[config.mk]
export PLATFORM = sky130hd
export DESIGN_NAME = csv_column_integer_stats_core
export DESIGN_NICKNAME = d
export VERILOG_FILES = /design/src/rtl/csvs_pkg.sv /design/src/rtl/csvs_parser.sv /design/src/rtl/csvs_accum.sv /design/src/rtl/csv_column_integer_stats_core.sv
export SDC_FILE = /design/constraint.sdc
export NUM_CORES = 1
export LEC_CHECK = 0
export BUFFER_PORTS_ARGS = -buffer_cell sky130_fd_sc_hd__buf_2
export CAP_MARGIN = 15
export CELL_PAD_IN_SITES_DETAIL_PLACEMENT = 0
export CELL_PAD_IN_SITES_GLOBAL_PLACEMENT = 1
export CORE_UTILIZATION = 45
export CTS_BUF_LIST = sky130_fd_sc_hd__clkbuf_2 sky130_fd_sc_hd__clkbuf_4 sky130_fd_sc_hd__clkbuf_8
export DETAILED_ROUTE_END_ITERATION = 10
export GPL_TIMING_DRIVEN = 1
export PLACE_DENSITY = 0.75
export REMOVE_ABC_BUFFERS = 1
export SYNTH_ARGS = -nofsm -noshare
export SYNTH_HDL_FRONTEND = slang
export SYNTH_HIERARCHICAL = 1
export SYNTH_SLANG_ARGS = --single-unit
[constraint.sdc]
create_clock -name aclk -period 11.7 [get_ports aclk]
set_input_delay 1.17 -clock aclk [delete_from_list [all_inputs] [get_ports aclk]]
set_output_delay 1.17 -clock aclk [all_outputs]
set_load 0.02 [all_outputs]
[src/rtl/csvs_pkg.sv]
// Shared types, register indexes and character codes for the CSV column statistics core.
package csvs_pkg;

    localparam int VALUE_BITS_DEF = 32;
    localparam int EV_VALUE_BITS  = 64;
    localparam int SUM_BITS       = 64;
    localparam int COUNT_BITS     = 32;
    localparam int OUT_VALUE_BITS = 32;
    localparam int COL_BITS       = 8;
    localparam int CFG_INDEX_BITS = 8;
    localparam int CFG_DATA_BITS  = 8;

    localparam logic [CFG_INDEX_BITS-1:0] REG_COLUMN_INDEX    = 8'd0;
    localparam logic [CFG_INDEX_BITS-1:0] REG_SKIP_FIRST_LINE = 8'd1;

    localparam logic [7:0] CH_COMMA   = 8'h2C;
    localparam logic [7:0] CH_NEWLINE = 8'h0A;
    localparam logic [7:0] CH_QUOTE   = 8'h22;
    localparam logic [7:0] CH_PLUS    = 8'h2B;
    localparam logic [7:0] CH_MINUS   = 8'h2D;
    localparam logic [7:0] CH_SPACE   = 8'h20;
    localparam logic [7:0] CH_TAB     = 8'h09;
    localparam logic [7:0] CH_VTAB    = 8'h0B;
    localparam logic [7:0] CH_FFEED   = 8'h0C;
    localparam logic [7:0] CH_CRET    = 8'h0D;
    localparam logic [7:0] CH_ZERO    = 8'h30;
    localparam logic [7:0] CH_NINE    = 8'h39;

    typedef struct packed {
        logic [7:0] data_byte;
        logic       end_of_input;
    } in_beat_t;

    typedef struct packed {
        logic signed [OUT_VALUE_BITS-1:0] value_min;
        logic signed [OUT_VALUE_BITS-1:0] value_max;
        logic signed [SUM_BITS-1:0]       value_sum;
        logic [COUNT_BITS-1:0]            value_count;
        logic                             any_valid;
    } out_beat_t;

    // Event from the parser to the accumulator: a finished column value and/or end of stream.
    typedef struct packed {
        logic                            is_end;
        logic                            has_value;
        logic signed [EV_VALUE_BITS-1:0] value;
    } ev_t;

endpackage

[src/rtl/csvs_parser.sv]
// Byte-level CSV tokenizer and integer parser that emits column value events.
module csvs_parser #(
    parameter int VALUE_BITS = csvs_pkg::VALUE_BITS_DEF
) (
    input  logic                                aclk,
    input  logic                                aresetn,
    input  logic                                s_valid,
    output logic                                s_ready,
    input  csvs_pkg::in_beat_t                  s_data,
    input  logic                                cfg_valid,
    input  logic [csvs_pkg::CFG_INDEX_BITS-1:0] cfg_index,
    input  logic [csvs_pkg::CFG_DATA_BITS-1:0]  cfg_data,
    output logic                                ev_valid,
    input  logic                                ev_ready,
    output csvs_pkg::ev_t                       ev
);
    import csvs_pkg::*;

    typedef enum logic [2:0] {
        PH_WS, PH_SIGN, PH_DIG, PH_DONE, PH_FAIL
    } phase_t;

    localparam logic [VALUE_BITS-1:0] CAP     = VALUE_BITS'(1) << (VALUE_BITS - 1);
    localparam logic [VALUE_BITS-1:0] POS_MAX = CAP - VALUE_BITS'(1);
    // Largest magnitude that may take one more digit d without passing CAP.
    localparam logic [VALUE_BITS-1:0] THR [10] = '{
        (CAP - VALUE_BITS'(0)) / 10, (CAP - VALUE_BITS'(1)) / 10,
        (CAP - VALUE_BITS'(2)) / 10, (CAP - VALUE_BITS'(3)) / 10,
        (CAP - VALUE_BITS'(4)) / 10, (CAP - VALUE_BITS'(5)) / 10,
        (CAP - VALUE_BITS'(6)) / 10, (CAP - VALUE_BITS'(7)) / 10,
        (CAP - VALUE_BITS'(8)) / 10, (CAP - VALUE_BITS'(9)) / 10
    };

    logic [COL_BITS-1:0]   col_idx_reg,  col_idx_next;
    logic                  skip_reg,     skip_next;
    logic                  hdr_reg,      hdr_next;
    logic                  started_reg,  started_next;
    logic [COL_BITS-1:0]   tok_col_reg,  tok_col_next;
    logic                  in_tok_reg,   in_tok_next;
    logic                  line_fin_reg, line_fin_next;
    phase_t                phase_reg,    phase_next;
    logic                  sq_reg,       sq_next;
    logic                  lwq_reg,      lwq_next;
    logic                  neg_reg,      neg_next;
    logic [VALUE_BITS-1:0] mag_reg,      mag_next;
    logic                  ev_valid_reg, ev_valid_next;
    ev_t                   ev_reg,       ev_next;

    logic                  in_fire;
    logic [7:0]            c;
    logic                  is_target, is_digit, is_space, is_quote, is_delim;
    logic [3:0]            dval;
    logic [VALUE_BITS-1:0] mag_step;
    phase_t                p_phase;
    logic                  p_neg;
    logic [VALUE_BITS-1:0] p_mag;
    logic                  close_ok, close_live;
    logic [COL_BITS-1:0]   close_col;
    logic signed [VALUE_BITS-1:0] close_val;

    assign s_ready  = !ev_valid_reg || ev_ready;
    assign in_fire  = s_valid && s_ready;
    assign ev_valid = ev_valid_reg;
    assign ev       = ev_reg;

    always_comb begin
        c         = s_data.data_byte;
        is_target = tok_col_reg == col_idx_reg;
        is_digit  = (c >= CH_ZERO) && (c <= CH_NINE);
        is_space  = (c == CH_SPACE) || (c == CH_TAB) || (c == CH_NEWLINE) ||
                    (c == CH_VTAB) || (c == CH_FFEED) || (c == CH_CRET);
        is_quote  = c == CH_QUOTE;
        is_delim  = (c == CH_COMMA) || (c == CH_NEWLINE);
        dval      = is_digit ? 4'(c - CH_ZERO) : 4'd0;

        // Saturate at CAP once the next digit would overflow.
        if (mag_reg > THR[dval]) begin
            mag_step = CAP;
        end else begin
            mag_step = (mag_reg << 3) + (mag_reg << 1) + VALUE_BITS'(dval);
        end

        p_phase = phase_reg;
        p_neg   = neg_reg;
        p_mag   = mag_reg;
        case (phase_reg)
            PH_WS: begin
                if (is_space) begin
                    p_phase = PH_WS;
                end else if ((c == CH_PLUS) || (c == CH_MINUS)) begin
                    p_neg   = c == CH_MINUS;
                    p_phase = PH_SIGN;
                end else if (is_digit) begin
                    p_mag   = mag_step;
                    p_phase = PH_DIG;
                end else begin
                    p_phase = PH_FAIL;
                end
            end
            PH_SIGN: begin
                if (is_digit) begin
                    p_mag   = mag_step;
                    p_phase = PH_DIG;
                end else begin
                    p_phase = PH_FAIL;
                end
            end
            PH_DIG: begin
                if (is_digit) begin
                    p_mag = mag_step;
                end else begin
                    p_phase = PH_DONE;
                end
            end
            default: p_phase = phase_reg;
        endcase

        // Token close: target column yields a value, others advance the column count.
        close_live = in_tok_reg && !line_fin_reg;
        close_ok   = close_live && is_target &&
                     ((phase_reg == PH_DIG) || (phase_reg == PH_DONE)) &&
                     (!sq_reg || lwq_reg);
        close_col  = (close_live && !is_target && (tok_col_reg != {COL_BITS{1'b1}})) ?
                     tok_col_reg + COL_BITS'(1) : tok_col_reg;
        if (neg_reg) begin
            close_val = -$signed(mag_reg);
        end else begin
            close_val = $signed((mag_reg > POS_MAX) ? POS_MAX : mag_reg);
        end

        col_idx_next  = col_idx_reg;
        skip_next     = skip_reg;
        hdr_next      = hdr_reg;
        started_next  = started_reg;
        tok_col_next  = tok_col_reg;
        in_tok_next   = in_tok_reg;
        line_fin_next = line_fin_reg;
        phase_next    = phase_reg;
        sq_next       = sq_reg;
        lwq_next      = lwq_reg;
        neg_next      = neg_reg;
        mag_next      = mag_reg;
        ev_next       = ev_reg;
        ev_valid_next = ev_valid_reg && !ev_ready;

        if (in_fire) begin
            ev_next.is_end    = s_data.end_of_input;
            ev_next.has_value = 1'b0;
            ev_next.value     = EV_VALUE_BITS'(close_val);
            ev_valid_next     = s_data.end_of_input;
            if (s_data.end_of_input) begin
                ev_next.has_value = !hdr_reg && close_ok;
                hdr_next      = skip_reg;
                started_next  = 1'b0;
                tok_col_next  = '0;
                line_fin_next = 1'b0;
                in_tok_next   = 1'b0;
                phase_next    = PH_WS;
                sq_next       = 1'b0;
                lwq_next      = 1'b0;
                neg_next      = 1'b0;
                mag_next      = '0;
            end else begin
                started_next = 1'b1;
                if (hdr_reg) begin
                    if (c == CH_NEWLINE) begin
                        hdr_next = 1'b0;
                    end
                end else if (is_delim) begin
                    ev_next.has_value = close_ok;
                    ev_valid_next     = close_ok;
                    tok_col_next      = close_col;
                    // The target token ends the line whether or not it parsed.
                    line_fin_next     = line_fin_reg || (close_live && is_target);
                    in_tok_next       = 1'b0;
                    phase_next        = PH_WS;
                    sq_next           = 1'b0;
                    lwq_next          = 1'b0;
                    neg_next          = 1'b0;
                    mag_next          = '0;
                    if (c == CH_NEWLINE) begin
                        tok_col_next  = '0;
                        line_fin_next = 1'b0;
                    end
                end else if (!line_fin_reg) begin
                    in_tok_next = 1'b1;
                    if (is_target) begin
                        lwq_next = is_quote;
                        if (!in_tok_reg && is_quote) begin
                            sq_next = 1'b1;
                        end else begin
                            phase_next = p_phase;
                            neg_next   = p_neg;
                            mag_next   = p_mag;
                        end
                    end
                end
            end
        end

        // Writes must arrive only while idle; the block itself does not enforce this.
        if (cfg_valid) begin
            unique case (cfg_index)
                REG_COLUMN_INDEX: col_idx_next = cfg_data;
                REG_SKIP_FIRST_LINE: begin
                    skip_next = cfg_data[0];
                    if (!started_reg) begin
                        hdr_next = cfg_data[0];
                    end
                end
                default: ;
            endcase
        end
    end

    always_ff @(posedge aclk) begin
        if (!aresetn) begin
            col_idx_reg  <= '0;
            skip_reg     <= 1'b0;
            hdr_reg      <= 1'b0;
            started_reg  <= 1'b0;
            tok_col_reg  <= '0;
            in_tok_reg   <= 1'b0;
            line_fin_reg <= 1'b0;
            phase_reg    <= PH_WS;
            sq_reg       <= 1'b0;
            lwq_reg      <= 1'b0;
            neg_reg      <= 1'b0;
            mag_reg      <= '0;
            ev_valid_reg <= 1'b0;
        end else begin
            col_idx_reg  <= col_idx_next;
            skip_reg     <= skip_next;
            hdr_reg      <= hdr_next;
            started_reg  <= started_next;
            tok_col_reg  <= tok_col_next;
            in_tok_reg   <= in_tok_next;
            line_fin_reg <= line_fin_next;
            phase_reg    <= phase_next;
            sq_reg       <= sq_next;
            lwq_reg      <= lwq_next;
            neg_reg      <= neg_next;
            mag_reg      <= mag_next;
            ev_valid_reg <= ev_valid_next;
        end
        ev_reg <= ev_next;
    end

endmodule

[src/rtl/csvs_accum.sv]
// Running min, max, saturating sum and count, with the result output register.
module csvs_accum #(
    parameter int VALUE_BITS = csvs_pkg::VALUE_BITS_DEF
) (
    input  logic                aclk,
    input  logic                aresetn,
    input  logic                ev_valid,
    output logic                ev_ready,
    input  csvs_pkg::ev_t       ev,
    output logic                m_valid,
    input  logic                m_ready,
    output csvs_pkg::out_beat_t m_data
);
    import csvs_pkg::*;

    localparam logic signed [VALUE_BITS-1:0] V_MAX = {1'b0, {(VALUE_BITS-1){1'b1}}};
    localparam logic signed [VALUE_BITS-1:0] V_MIN = {1'b1, {(VALUE_BITS-1){1'b0}}};

    logic signed [VALUE_BITS-1:0] min_reg, min_next;
    logic signed [VALUE_BITS-1:0] max_reg, max_next;
    logic signed [SUM_BITS-1:0]   sum_reg, sum_next;
    logic [COUNT_BITS-1:0]        cnt_reg, cnt_next;
    logic                         m_valid_reg, m_valid_next;
    out_beat_t                    m_data_reg, m_data_next;

    logic                         ev_fire;
    logic signed [VALUE_BITS-1:0] v;
    logic signed [SUM_BITS:0]     sum_wide;
    logic signed [SUM_BITS-1:0]   min_ext, max_ext;
    logic                         any;

    assign ev_ready = !ev.is_end || !m_valid_reg || m_ready;
    assign ev_fire  = ev_valid && ev_ready;
    assign m_valid  = m_valid_reg;
    assign m_data   = m_data_reg;

    always_comb begin
        v        = ev.value[VALUE_BITS-1:0];
        sum_wide = {sum_reg[SUM_BITS-1], sum_reg} + {ev.value[EV_VALUE_BITS-1], ev.value};

        min_next = min_reg;
        max_next = max_reg;
        sum_next = sum_reg;
        cnt_next = cnt_reg;
        if (ev_fire && ev.has_value) begin
            if (v < min_reg) begin
                min_next = v;
            end
            if (v > max_reg) begin
                max_next = v;
            end
            // Clamp on signed overflow.
            if (sum_wide[SUM_BITS] != sum_wide[SUM_BITS-1]) begin
                sum_next = sum_wide[SUM_BITS] ? {1'b1, {(SUM_BITS-1){1'b0}}}
                                              : {1'b0, {(SUM_BITS-1){1'b1}}};
            end else begin
                sum_next = sum_wide[SUM_BITS-1:0];
            end
            if (cnt_reg != {COUNT_BITS{1'b1}}) begin
                cnt_next = cnt_reg + COUNT_BITS'(1);
            end
        end

        min_ext = SUM_BITS'(min_next);
        max_ext = SUM_BITS'(max_next);
        any     = cnt_next != '0;

        m_data_next  = m_data_reg;
        m_valid_next = m_valid_reg && !m_ready;
        if (ev_fire && ev.is_end) begin
            m_valid_next            = 1'b1;
            m_data_next.value_min   = any ? min_ext[OUT_VALUE_BITS-1:0] : '0;
            m_data_next.value_max   = any ? max_ext[OUT_VALUE_BITS-1:0] : '0;
            m_data_next.value_sum   = sum_next;
            m_data_next.value_count = cnt_next;
            m_data_next.any_valid   = any;
            min_next = V_MAX;
            max_next = V_MIN;
            sum_next = '0;
            cnt_next = '0;
        end
    end

    always_ff @(posedge aclk) begin
        if (!aresetn) begin
            min_reg     <= V_MAX;
            max_reg     <= V_MIN;
            sum_reg     <= '0;
            cnt_reg     <= '0;
            m_valid_reg <= 1'b0;
        end else begin
            min_reg     <= min_next;
            max_reg     <= max_next;
            sum_reg     <= sum_next;
            cnt_reg     <= cnt_next;
            m_valid_reg <= m_valid_next;
        end
        m_data_reg <= m_data_next;
    end

endmodule

[src/rtl/csv_column_integer_stats_core.sv]
// Top level: CSV column min/max/sum/count over a byte stream, one byte beat per cycle unless the input stalls.
// Pipeline: parser plus event register form stage one, accumulator plus result register
// stage two; an accepted delimiter or end beat passes the event register, then updates the
// running statistics or loads the result beat. An end event that finds the last result still
// untaken holds in the event register and stalls the byte input until that result beat is taken.
// Reset (aresetn low, synchronous) clears control state, sets min/max to their extremes
// and both configuration registers to zero; no clearing pass follows.
module csv_column_integer_stats_core #(
    parameter int VALUE_BITS = csvs_pkg::VALUE_BITS_DEF
) (
    input  logic                                aclk,
    input  logic                                aresetn,
    // Byte stream in
    input  logic                                s_valid,
    output logic                                s_ready,
    input  csvs_pkg::in_beat_t                  s_data,
    // Result out
    output logic                                m_valid,
    input  logic                                m_ready,
    output csvs_pkg::out_beat_t                 m_data,
    // Configuration writes
    input  logic                                cfg_valid,
    output logic                                cfg_ready,
    input  logic [csvs_pkg::CFG_INDEX_BITS-1:0] cfg_index,
    input  logic [csvs_pkg::CFG_DATA_BITS-1:0]  cfg_data
);
    import csvs_pkg::*;

    logic ev_valid;
    logic ev_ready;
    ev_t  ev;

    // Register writes are always accepted: cfg_ready is tied high.
    assign cfg_ready = 1'b1;

    // Tokenize, select the column and parse the integer; emit value/end events.
    csvs_parser #(
        .VALUE_BITS(VALUE_BITS)
    ) u_parser (
        .aclk      (aclk),
        .aresetn   (aresetn),
        .s_valid   (s_valid),
        .s_ready   (s_ready),
        .s_data    (s_data),
        .cfg_valid (cfg_valid),
        .cfg_index (cfg_index),
        .cfg_data  (cfg_data),
        .ev_valid  (ev_valid),
        .ev_ready  (ev_ready),
        .ev        (ev)
    );

    // Fold values into the statistics; hold the result until taken.
    csvs_accum #(
        .VALUE_BITS(VALUE_BITS)
    ) u_accum (
        .aclk     (aclk),
        .aresetn  (aresetn),
        .ev_valid (ev_valid),
        .ev_ready (ev_ready),
        .ev       (ev),
        .m_valid  (m_valid),
        .m_ready  (m_ready),
        .m_data   (m_data)
    );

endmodule

After elaboration in Yosys (flattened, before gate mapping)

Memory sizes are Yosys's and may differ from the RTL's.
Cells that the tools add are included.

Output and inout port bits: 164
ROM bits: 512
Memories kept: 1
Logic and storage cells: 212
Bits in latches: 0
Memory bits (writable): 0
Flip-flop bits (word level): 416

Bitwise gates (word level): 2
Shift-type cells: 0
Div/mod/pow operators: 0
Order comparisons: 7
Equal/unequal tests: 25
Reduce and logical (&&, ||, !) cells: 61
Multiply operators: 0
Multiplexer cells: 83
Add/sub/neg operators: 7

Memory list:

| memory           | depth | bits a word | rd ports | clocked after memory_dff | wr ports | RTL line          | text |
|---|---|---|---|---|---|---|---|
| (name not given) | 16    | 32          | 1        | 0                        | 0        | csvs_parser.sv:77 | `if (mag_reg > THR[dval]) begin` |

Operators with widths:

| cell                                                                   | number |
|---|---|
| 32-bit two-way mux                                                     | 20 |
| 64-bit two-way mux                                                     | 3 |
| 64-bit by 32-bit adder with 65-bit output                              | 1 |
| 32-bit > comparator                                                    | 2 |
| 32-bit one-hot mux with 2 select lines                                 | 1 |
| 1-bit two-way mux                                                      | 42 |
| 8-bit by 4-bit == test with 1-bit output, second input constant        | 5 |
| 8-bit by 6-bit == test with 1-bit output, second input constant        | 5 |
| 8-bit two-way mux                                                      | 5 |
| 32-bit by 1-bit adder with 32-bit output, second input constant        | 1 |
| 32-bit adder                                                           | 1 |
| 32-bit by 4-bit adder with 32-bit output                               | 1 |
| 32-bit by 31-bit > comparator with 1-bit output, second input constant | 1 |
| 32-bit less-than comparator                                            | 1 |
| 32-bit inequality test, second input constant                          | 1 |
| 32-bit negator                                                         | 1 |
| 32-bit nonzero test                                                    | 1 |
| 3-bit two-way mux                                                      | 10 |
| 8-bit AND reduction                                                    | 2 |
| 1-bit logical AND                                                      | 15 |
| 3-bit nonzero test                                                     | 5 |
| 1-bit logical OR                                                       | 13 |
| 1-bit zero test                                                        | 10 |
| 3-bit one-hot mux with 3 select lines                                  | 1 |
| other kinds (30)                                                       | 37 |

Logic depth before layout (Yosys ltp)

Gate-level depths: netlist of the first run.

Depth after elaboration: 19
Depth in mapped cells: 18
Gate-level depth less buffers: 16

Cells and area by module

Netlist of the first run, hierarchy kept.

Modules (own cells, without submodules):

| module                        | instances | area each (µm²) | sequential area each (µm²) | cells an instance |
|---|---|---|---|---|
| csvs_accum                    | 1         | 18,113.6        | 8,057.7                    | 1,966 |
| csvs_parser                   | 1         | 6,872.8         | 2,222.1                    | 802 |
| csv_column_integer_stats_core | 1         | 11.3            | 0.0                        | 2 |

Worst setup path before layout of the first run

Ideal clock, no wire load.

Path type: input to register
Start: in m_ready
End: reg u_accum.m_data_reg (netlist bit u_accum/m_data[0]) (enable)
Slack: 6,676 ps
Data required time: 11,187 ps
Cell stages on the path: 3
Arrival time: 4,511 ps
Setup time: 513 ps
Path buffers: 0
Cell sequence: nand2b_1 -> nand3_1 -> inv_1

Word-level cells in the longest chain between the ends: 3

Ends and longest elaborated chain:

| item                 | RTL line                            | text |
|---|---|---|
| from (decl)          | csv_column_integer_stats_core.sv:19 | `input logic m_ready,` |
| 1-bit logical OR     | csvs_accum.sv:32                    | `assign ev_ready = !ev.is_end \|\| !m_valid_reg \|\| m_ready;` |
| 1-bit logical AND    | csvs_accum.sv:33                    | `assign ev_fire = ev_valid && ev_ready;` |
| 1-bit logical AND    | csvs_accum.sv:70                    | `if (ev_fire && ev.is_end) begin` |
| to (signal assigned) | csvs_accum.sv:98                    | `m_data_reg <= m_data_next;` |
| to (decl)            | csvs_accum.sv:24                    | `out_beat_t m_data_reg, m_data_next;` |

No other way between the ends.
A chain may end at the register's enable or synchronous reset.

Worst setup path in the final report of the first run

Start: reg u_parser/ev[31] (netlist name)
End: reg u_accum.sum_reg[27]

Word-level cells in the longest chain between the ends: 4
Elaborated cells between the ends (all ways): 5
Classes of those cells: add/sub (1); eq/ne (1); mux (3)

Ends and longest elaborated chain:

| item                                                               | RTL line                           | text |
|---|---|---|
| 64-bit by 32-bit adder with 65-bit output *                        | csvs_accum.sv:39                   | `sum_wide = {sum_reg[SUM_BITS-1], sum_reg} + {ev.value[EV_VALUE_BITS-1], ev.value};` |
| 64-bit two-way mux / 1-bit inequality test (equally long branches) | csvs_accum.sv:54, csvs_accum.sv:53 |  |
| 64-bit two-way mux *                                               | csvs_accum.sv:53                   | `if (sum_wide[SUM_BITS] != sum_wide[SUM_BITS-1]) begin` |
| 64-bit two-way mux *                                               | csvs_accum.sv:45                   | `if (ev_fire && ev.has_value) begin` |
| to (signal assigned)                                               | csvs_accum.sv:94                   | `sum_reg <= sum_next;` |
| to (decl)                                                          | csvs_accum.sv:21                   | `logic signed [SUM_BITS-1:0] sum_reg, sum_next;` |

Mark *: on every way between the ends. The rest lies on a longest branch, timed or not.

==> results of run 1 <==
-- layer usage --
| metal | vias to the layer above | track usage | routed length [um] |
|---|---|---|---|
| met1 | 9916 | 0.314 | 31200 |
| li1 | 10200 | - | - |
| met3 | 97 | 0.0332 | 2820 |
| met4 | 0 | 0.0890 | 1800 |
| met5 | - | 0 | 0 |
| met2 | 416 | 0.414 | 33500 |
-- layout make-up --
cell class	instances	area (um^2)
repair buffers	212	1110
clock inverters	35	329
multi-input cells	2056	13400
well taps	748	936
fillers	5284	27100
flip-flops and latches	416	10300
inverters	138	523
diodes	1	2.50
clock buffers	101	1280
-- cells in the final DEF, fill, tap and decap left out, types with 71 or more instances in the layout --
master,n
a21oi_1,223
nor2_1,352
nand2_1,256
o21ai_0,113
edfxtp_1,195
inv_1,136
xnor2_1,75
dfxtp_1,221
xor2_1,71
mux2i_1,78
ha_1,191
clkbuf_8,84
buf_2,192
-- worst paths after layout --
path / start / to / slack (ns) / cells after the start
max: u_parser/ev[31] / u_accum/sum_reg[27] / 6.81 / 13
min reg2reg: u_accum/max_reg[31] / u_accum/max_reg[31] / 0.50 / 2
max reg2reg: u_parser/ev[31] / u_accum/sum_reg[27] / 6.81 / 13
min: u_accum/max_reg[31] / u_accum/max_reg[31] / 0.50 / 2
-- critical path, cell delays in order, from the launching register on --
cell and delay, ns:
edfxtp_1 0.32, buf_4 0.47, ha_1 0.42, a21oi_1 0.23, o21ai_0 0.24, a21o_1 0.22
a21o_1 0.19, a2111oi_2 0.49, o2111ai_1 0.22, o211a_2 0.22, o21ai_4 0.44, buf_4 0.36
nand2_1 0.56, o22ai_1 0.38
-- stage by stage --
stage	util	instance area, um^2	power [mW]
2_1_floorplan	-	24200	1.76
3_3_place_gp	0.478	26300	1.85
3_5_place_dp	0.478	26300	1.85
4_1_cts	0.507	27900	3.34
5_1_grt	0.507	27900	3.43
6_report	0.507	27900	3.29
-- kinds of logic (layout without fill, tap and decap cells) --
family | Yosys count | in the layout | synth area share
xor+xnor | 147 | 147 | 0.0518
flops | 416 | 416 | 0.411
mux | 80 | 80 | 0.0321
fa+ha+maj | 195 | 195 | 0.0984
compound gates | 658 | 658 | 0.169
buf+inv | 298 | 486 | 0.0537
simple gates | 975 | 975 | 0.184
other cells | 1 | 2 | 0.000150
-- power by group through the flow --
stage,Sequential (mW),Clock (mW),Combinational (mW)
2_1_floorplan,1.61,0,0.154
3_3_place_gp,1.60,0,0.249
3_5_place_dp,1.60,0,0.252
4_1_cts,1.57,1.52,0.254
5_1_grt,1.57,1.58,0.281
6_report,1.57,1.47,0.255
==> flow_summary_export.csv, run 1 <==
group,metric,value,unit
routing,drt-wirelength-per-cell,18.7,um
synthesis,yosys-top-cells-area,"edfxtp_1, dfxtp_1, ha_1",
synthesis,synth_most_common_cell,"nor2_1",
place,port_buffers,192,
sta,period_share,0.418,
place,gp_congestion,0.881,
synthesis,yosys.area.top_type,"edfxtp_1",
place,dpl.cell_count,3569,
setup_path,endpoint_kind,"flip-flop",
synthesis,synth_edf_count,195,
synthesis,yosysUniqueCellTypes,96,
clocking,cts.reportedPaths.clkPinSlew,0.06,ns
synthesis,yosysWarnings,6,
synthesis,synthTopCellsByCount,"nor2_1, nand2_1, a21oi_1, dfxtp_1, edfxtp_1",
floorplan,top_level_ports,194,
sta,setup_viol,0,
power,cellPowerDensity,118,mW/mm^2
floorplan,die-area,0.0565,mm^2
power,clockPowerShare,0.447,
clocking,cts_setup_buffers,0,
sta,final_max_slew_viol_count,0,
place,hpwl,50200,um
place,pre_cts_ws,6.74,ns
clocking,clkSinkCount,416,
routing,postRouteWirelength,69300,um
routing,drtIter0Drc,1423,
setup_path,crit_required,12.25,ns
floorplan,fp.dieW,238,um
synthesis,avgSynthCellArea,9.02,um^2
sta,setup_slack,6.81,ns
grt,grt_antenna_before_repair,1,
routing,viasPerCell,5.56,
routing,ant_nets,0,
routing,remaining_drc_errors,0,
sta,final.setup.tns,0,ns
sta,rsz0062_at_grt,"false",
power,p_switching,818,uW
outcome,status,"complete, no violations",
clocking,cts_buffers,75,
floorplan,initial_utilization,0.455,
synthesis,ys_seq_elements,416,
final_layout,nets,3123,
sta,hold_violations,0,
grt,grt_usage,0.243,
sta,worst_pin_slew,1.01,ns
sta,finalCriticalPeriod,4.89,ns
clocking,clock_path_buffers,3,
sta,max_slew_margin,0.330,
setup_path,cp.arrival,5.45,ns
sta,whs,0.502,ns
floorplan,dieHeight,238,um
power,peakVddDrop,0.000125,V
clocking,cts_root_buf,"clkbuf_8",
power,power.leakage,12.0,nW
final_layout,stdcell_count,3707,
grt,grt_max_degree,95,
clocking,clk_latency,0.66,ns
sta,clock.fmax,204,MHz
synthesis,synth_cells,2770,
final_layout,largest_reg_flops,161,
power,p_int,2.48,mW
clocking,htree_levels,3,
clocking,cts_tree,"yes",
synthesis,synth_seq_area_share,0.411,
routing,vias,20600,
power,pwr-share-comb,0.077,
flow_run,drv_cap,0,
synthesis,async_reset_ff_frac,0,
final_layout,area_growth,11.6,%
synthesis,synthesis.area,0.0250,mm^2
grt,grt_pass1_vias,20000,
synthesis,ys.flop_type,"dfxtp_1",
clocking,cts_resized,0,
floorplan,core-area,0.0550,mm^2
grt,grt_first_pass_wirelength,108000,um
power,pwr-share-seq,0.475,
setup_path,cp_max_fo,37,
power,p_sw_frac,0.248,
clocking,cts_hold_buf,0,
worst_hold_path,hold_class,"flip-flop to flip-flop",
floorplan,num_rows,86,
final_layout,drive_above_1_share,0.129,
setup_path,cp-start-kind,"flip-flop",
synthesis,synth_top_area_share,0.234,
sta,clock_skew,0.0379,ns
grt,grt_overflow,0,
setup_path,worstSetupPathType,"flip-flop to flip-flop",
routing,dr.pass1.iters,5,
(Power assumes the default switching activity.)
==> run 2: changes to the inputs <==
Clock period 11.7 ns to 4.6 ns, I/O delays scaled along.
==> run 2 against run 1 <==
Compared with the run above: via count rose by 0.65%; largest cell class unchanged; total power rose to 2.6 times the previous value; clock skew fell by 0.0094 ns; global-route usage rose by 0.32 points; wire length rose by 1.4%; cell count rose by 0.78%; clock power rose to 2.6 times the previous value; highest routed layer unchanged; sequential power rose to 2.5 times the previous value; die area did not move; sequential share of layout area fell by 0.36 points; largest power group unchanged.
==> flow_summary_export.csv, run 2 (same netlist as run 1, synthesis figures left out) <==
group,metric,value,unit
sta,max_slew_margin,0.378,
grt,grt_use_met3,0.0362,
final_layout,final_common_cell,"nor2_1",
floorplan,dieHeight,238,um
final_layout,area_growth,12.7,%
routing,postRouteWirelength,70300,um
grt,grt_max_degree,95,
power,clockPowerShare,0.450,
sta,clock.fmax,235,MHz
setup_path,crit_family,"simple AND/OR/NAND/NOR gates",
clocking,clk_latency,0.67,ns
sta,worst_pin_slew,0.931,ns
place,hpwl,51200,um
setup_path,cp.arrival,4.75,ns
final_layout,n_fill_cell,5143,
power,p_int,6.34,mW
sta,whs,0.0672,ns
floorplan,num_rows,86,
sta,final_max_slew_viol_count,0,
floorplan,die-area,0.0565,mm^2
clocking,clock_path_buffers,3,
sta,finalCriticalPeriod,4.26,ns
final_layout,post-route-util,0.512,
final_layout,layout_common_cells,"nor2_1, nand2_1, a21oi_1, dfxtp_1, edfxtp_1",
grt,grt_usage,0.247,
power,p_switching,2.11,mW
place,dpl.cell_count,3596,
setup_path,crit_required,5.09,ns
final_layout,largest_reg_flops,161,
final_layout,stdcell_count,3736,
floorplan,initial_utilization,0.455,
setup_path,worstSetupStartpoint,"u_parser/ev[29]",
grt,grt_antenna_before_repair,2,
sta,rsz0062_at_grt,"false",
routing,vias,20700,
power,pwr-share-comb,0.078,
routing,remaining_drc_errors,0,
setup_path,cp_cell_sequence,"ha_1 > nand4_1 > nor3_1 > inv_1 > o31ai_1 > a2111oi_0 > buf_4 > nor3b_1 > o211ai_1 > and3_1 > o31a_1 > nor2_1",
flow_run,drv_cap,0,
setup_path,path_buf_inv,2,
sta,setup_viol,0,
power,pwr-share-seq,0.472,
setup_path,cp_max_fo,8,
final_layout,nets,3149,
setup_path,cp-start-kind,"flip-flop",
power,peakVddDrop,0.000218,V
clocking,cts_tree,"yes",
clocking,clkSinkCount,416,
power,p_sw_frac,0.249,
grt,grt_first_pass_wirelength,110000,um
routing,drt-wirelength-per-cell,18.8,um
clocking,cts_root_buf,"clkbuf_8",
floorplan,top_level_ports,194,
power,cellPowerDensity,300,mW/mm^2
sta,final.setup.tns,0,ns
clocking,cts.reportedPaths.clkPinSlew,0.06,ns
floorplan,fp.dieW,238,um
setup_path,endpoint_kind,"flip-flop",
sta,period_share,0.926,
setup_path,crit_slowest_cell,"nor3b_1",
floorplan,core-area,0.0550,mm^2
sta,clock_skew,0.0285,ns
grt,busiest_layer,"met2",
routing,drtIter0Drc,1410,
routing,ant_nets,0,
routing,viasPerCell,5.55,
clocking,htree_levels,3,
worst_hold_path,hold_class,"input pin to flip-flop",
setup_path,max_stage_delay,0.64,ns
routing,dr.pass1.iters,5,
grt,use_met1,0.323,
grt,gr-usage-met2,0.411,
setup_path,r2r-start,"u_parser/ev[29]",
clocking,cts_hold_buf,0,
place,gp_congestion,0.920,
setup_path,worstSetupPathType,"flip-flop to flip-flop",
worst_hold_path,hold_start,"cfg_data[4]",
sta,hold_violations,0,
clocking,cts_buffers,75,
grt,grt_pass1_vias,20100,
clocking,cts_resized,0,
place,port_buffers,192,
final_layout,drive_above_1_share,0.139,
grt,grt_overflow,0,
outcome,status,"complete, no violations",
power,power.leakage,12.2,nW
clocking,cts_setup_buffers,0,
## run 2: changes by cell type in the layout (fill, tap and decap cells not counted), sizes merged
cell      previous run  this run
bufinv               6         4
clkinv              23        12
clkinvlp             3         2
clkbuf             102       116
buf                211       238
inv                141       142
diode                1         2
## run 2: through the flow
step	setup WS, ns	power, mW	area (um^2)
6_report	0.341	8.44	28200
5_1_grt	0.175	8.79	28200
4_1_cts	0.446	8.55	28200
3_5_place_dp	0.393	4.72	26500
3_3_place_gp	0.458	4.71	26500
2_1_floorplan	-0.883	4.48	24200
## run 2: worst paths after layout
check	endpoint	slack, ns	cells after the start
setup / recovery	u_accum/m_data[94]	0.34	12
hold / removal	u_parser/col_idx_reg[4]	0.07	3
setup reg to reg	u_accum/m_data[94]	0.34	12
hold reg to reg	u_accum/min_reg[21]	0.50	2
## run 2: cell type report
type	instances	area, um^2	area share
Tap cell	748	936	0.0332
Clock buffer	116	1400	0.0498
Multi-Input combinational cell	2056	13400	0.476
Timing Repair Buffer	238	1370	0.0486
Clock inverter	22	236	0.00839
Inverter	138	523	0.0186
Antenna cell	2	5.00	0.000178
Sequential cell	416	10300	0.365
## run 2: worst min-delay path, cell delays in order
cell	delay [ns]
buf_2	0.08
mux2i_1	0.05
nor2b_1	0.09
## run 2: routing by layer
| metal | wire length [um] | vias to the layer above |
|---|---|---|
| li1 | - | 10200 |
| met1 | 31500 | 9925 |
| met2 | 33800 | 475 |
| met3 | 2990 | 110 |
| met4 | 2040 | 0 |
| met5 | 0 | - |
## run 2: power groups by stage
stage	clock (mW)	sequential, mW	combinational (mW)
finish	3.80	3.99	0.658
global route	4.08	3.99	0.724
CTS	3.91	3.99	0.657
detailed placement	0	4.06	0.654
global placement	0	4.06	0.646
floorplan	0	4.08	0.393
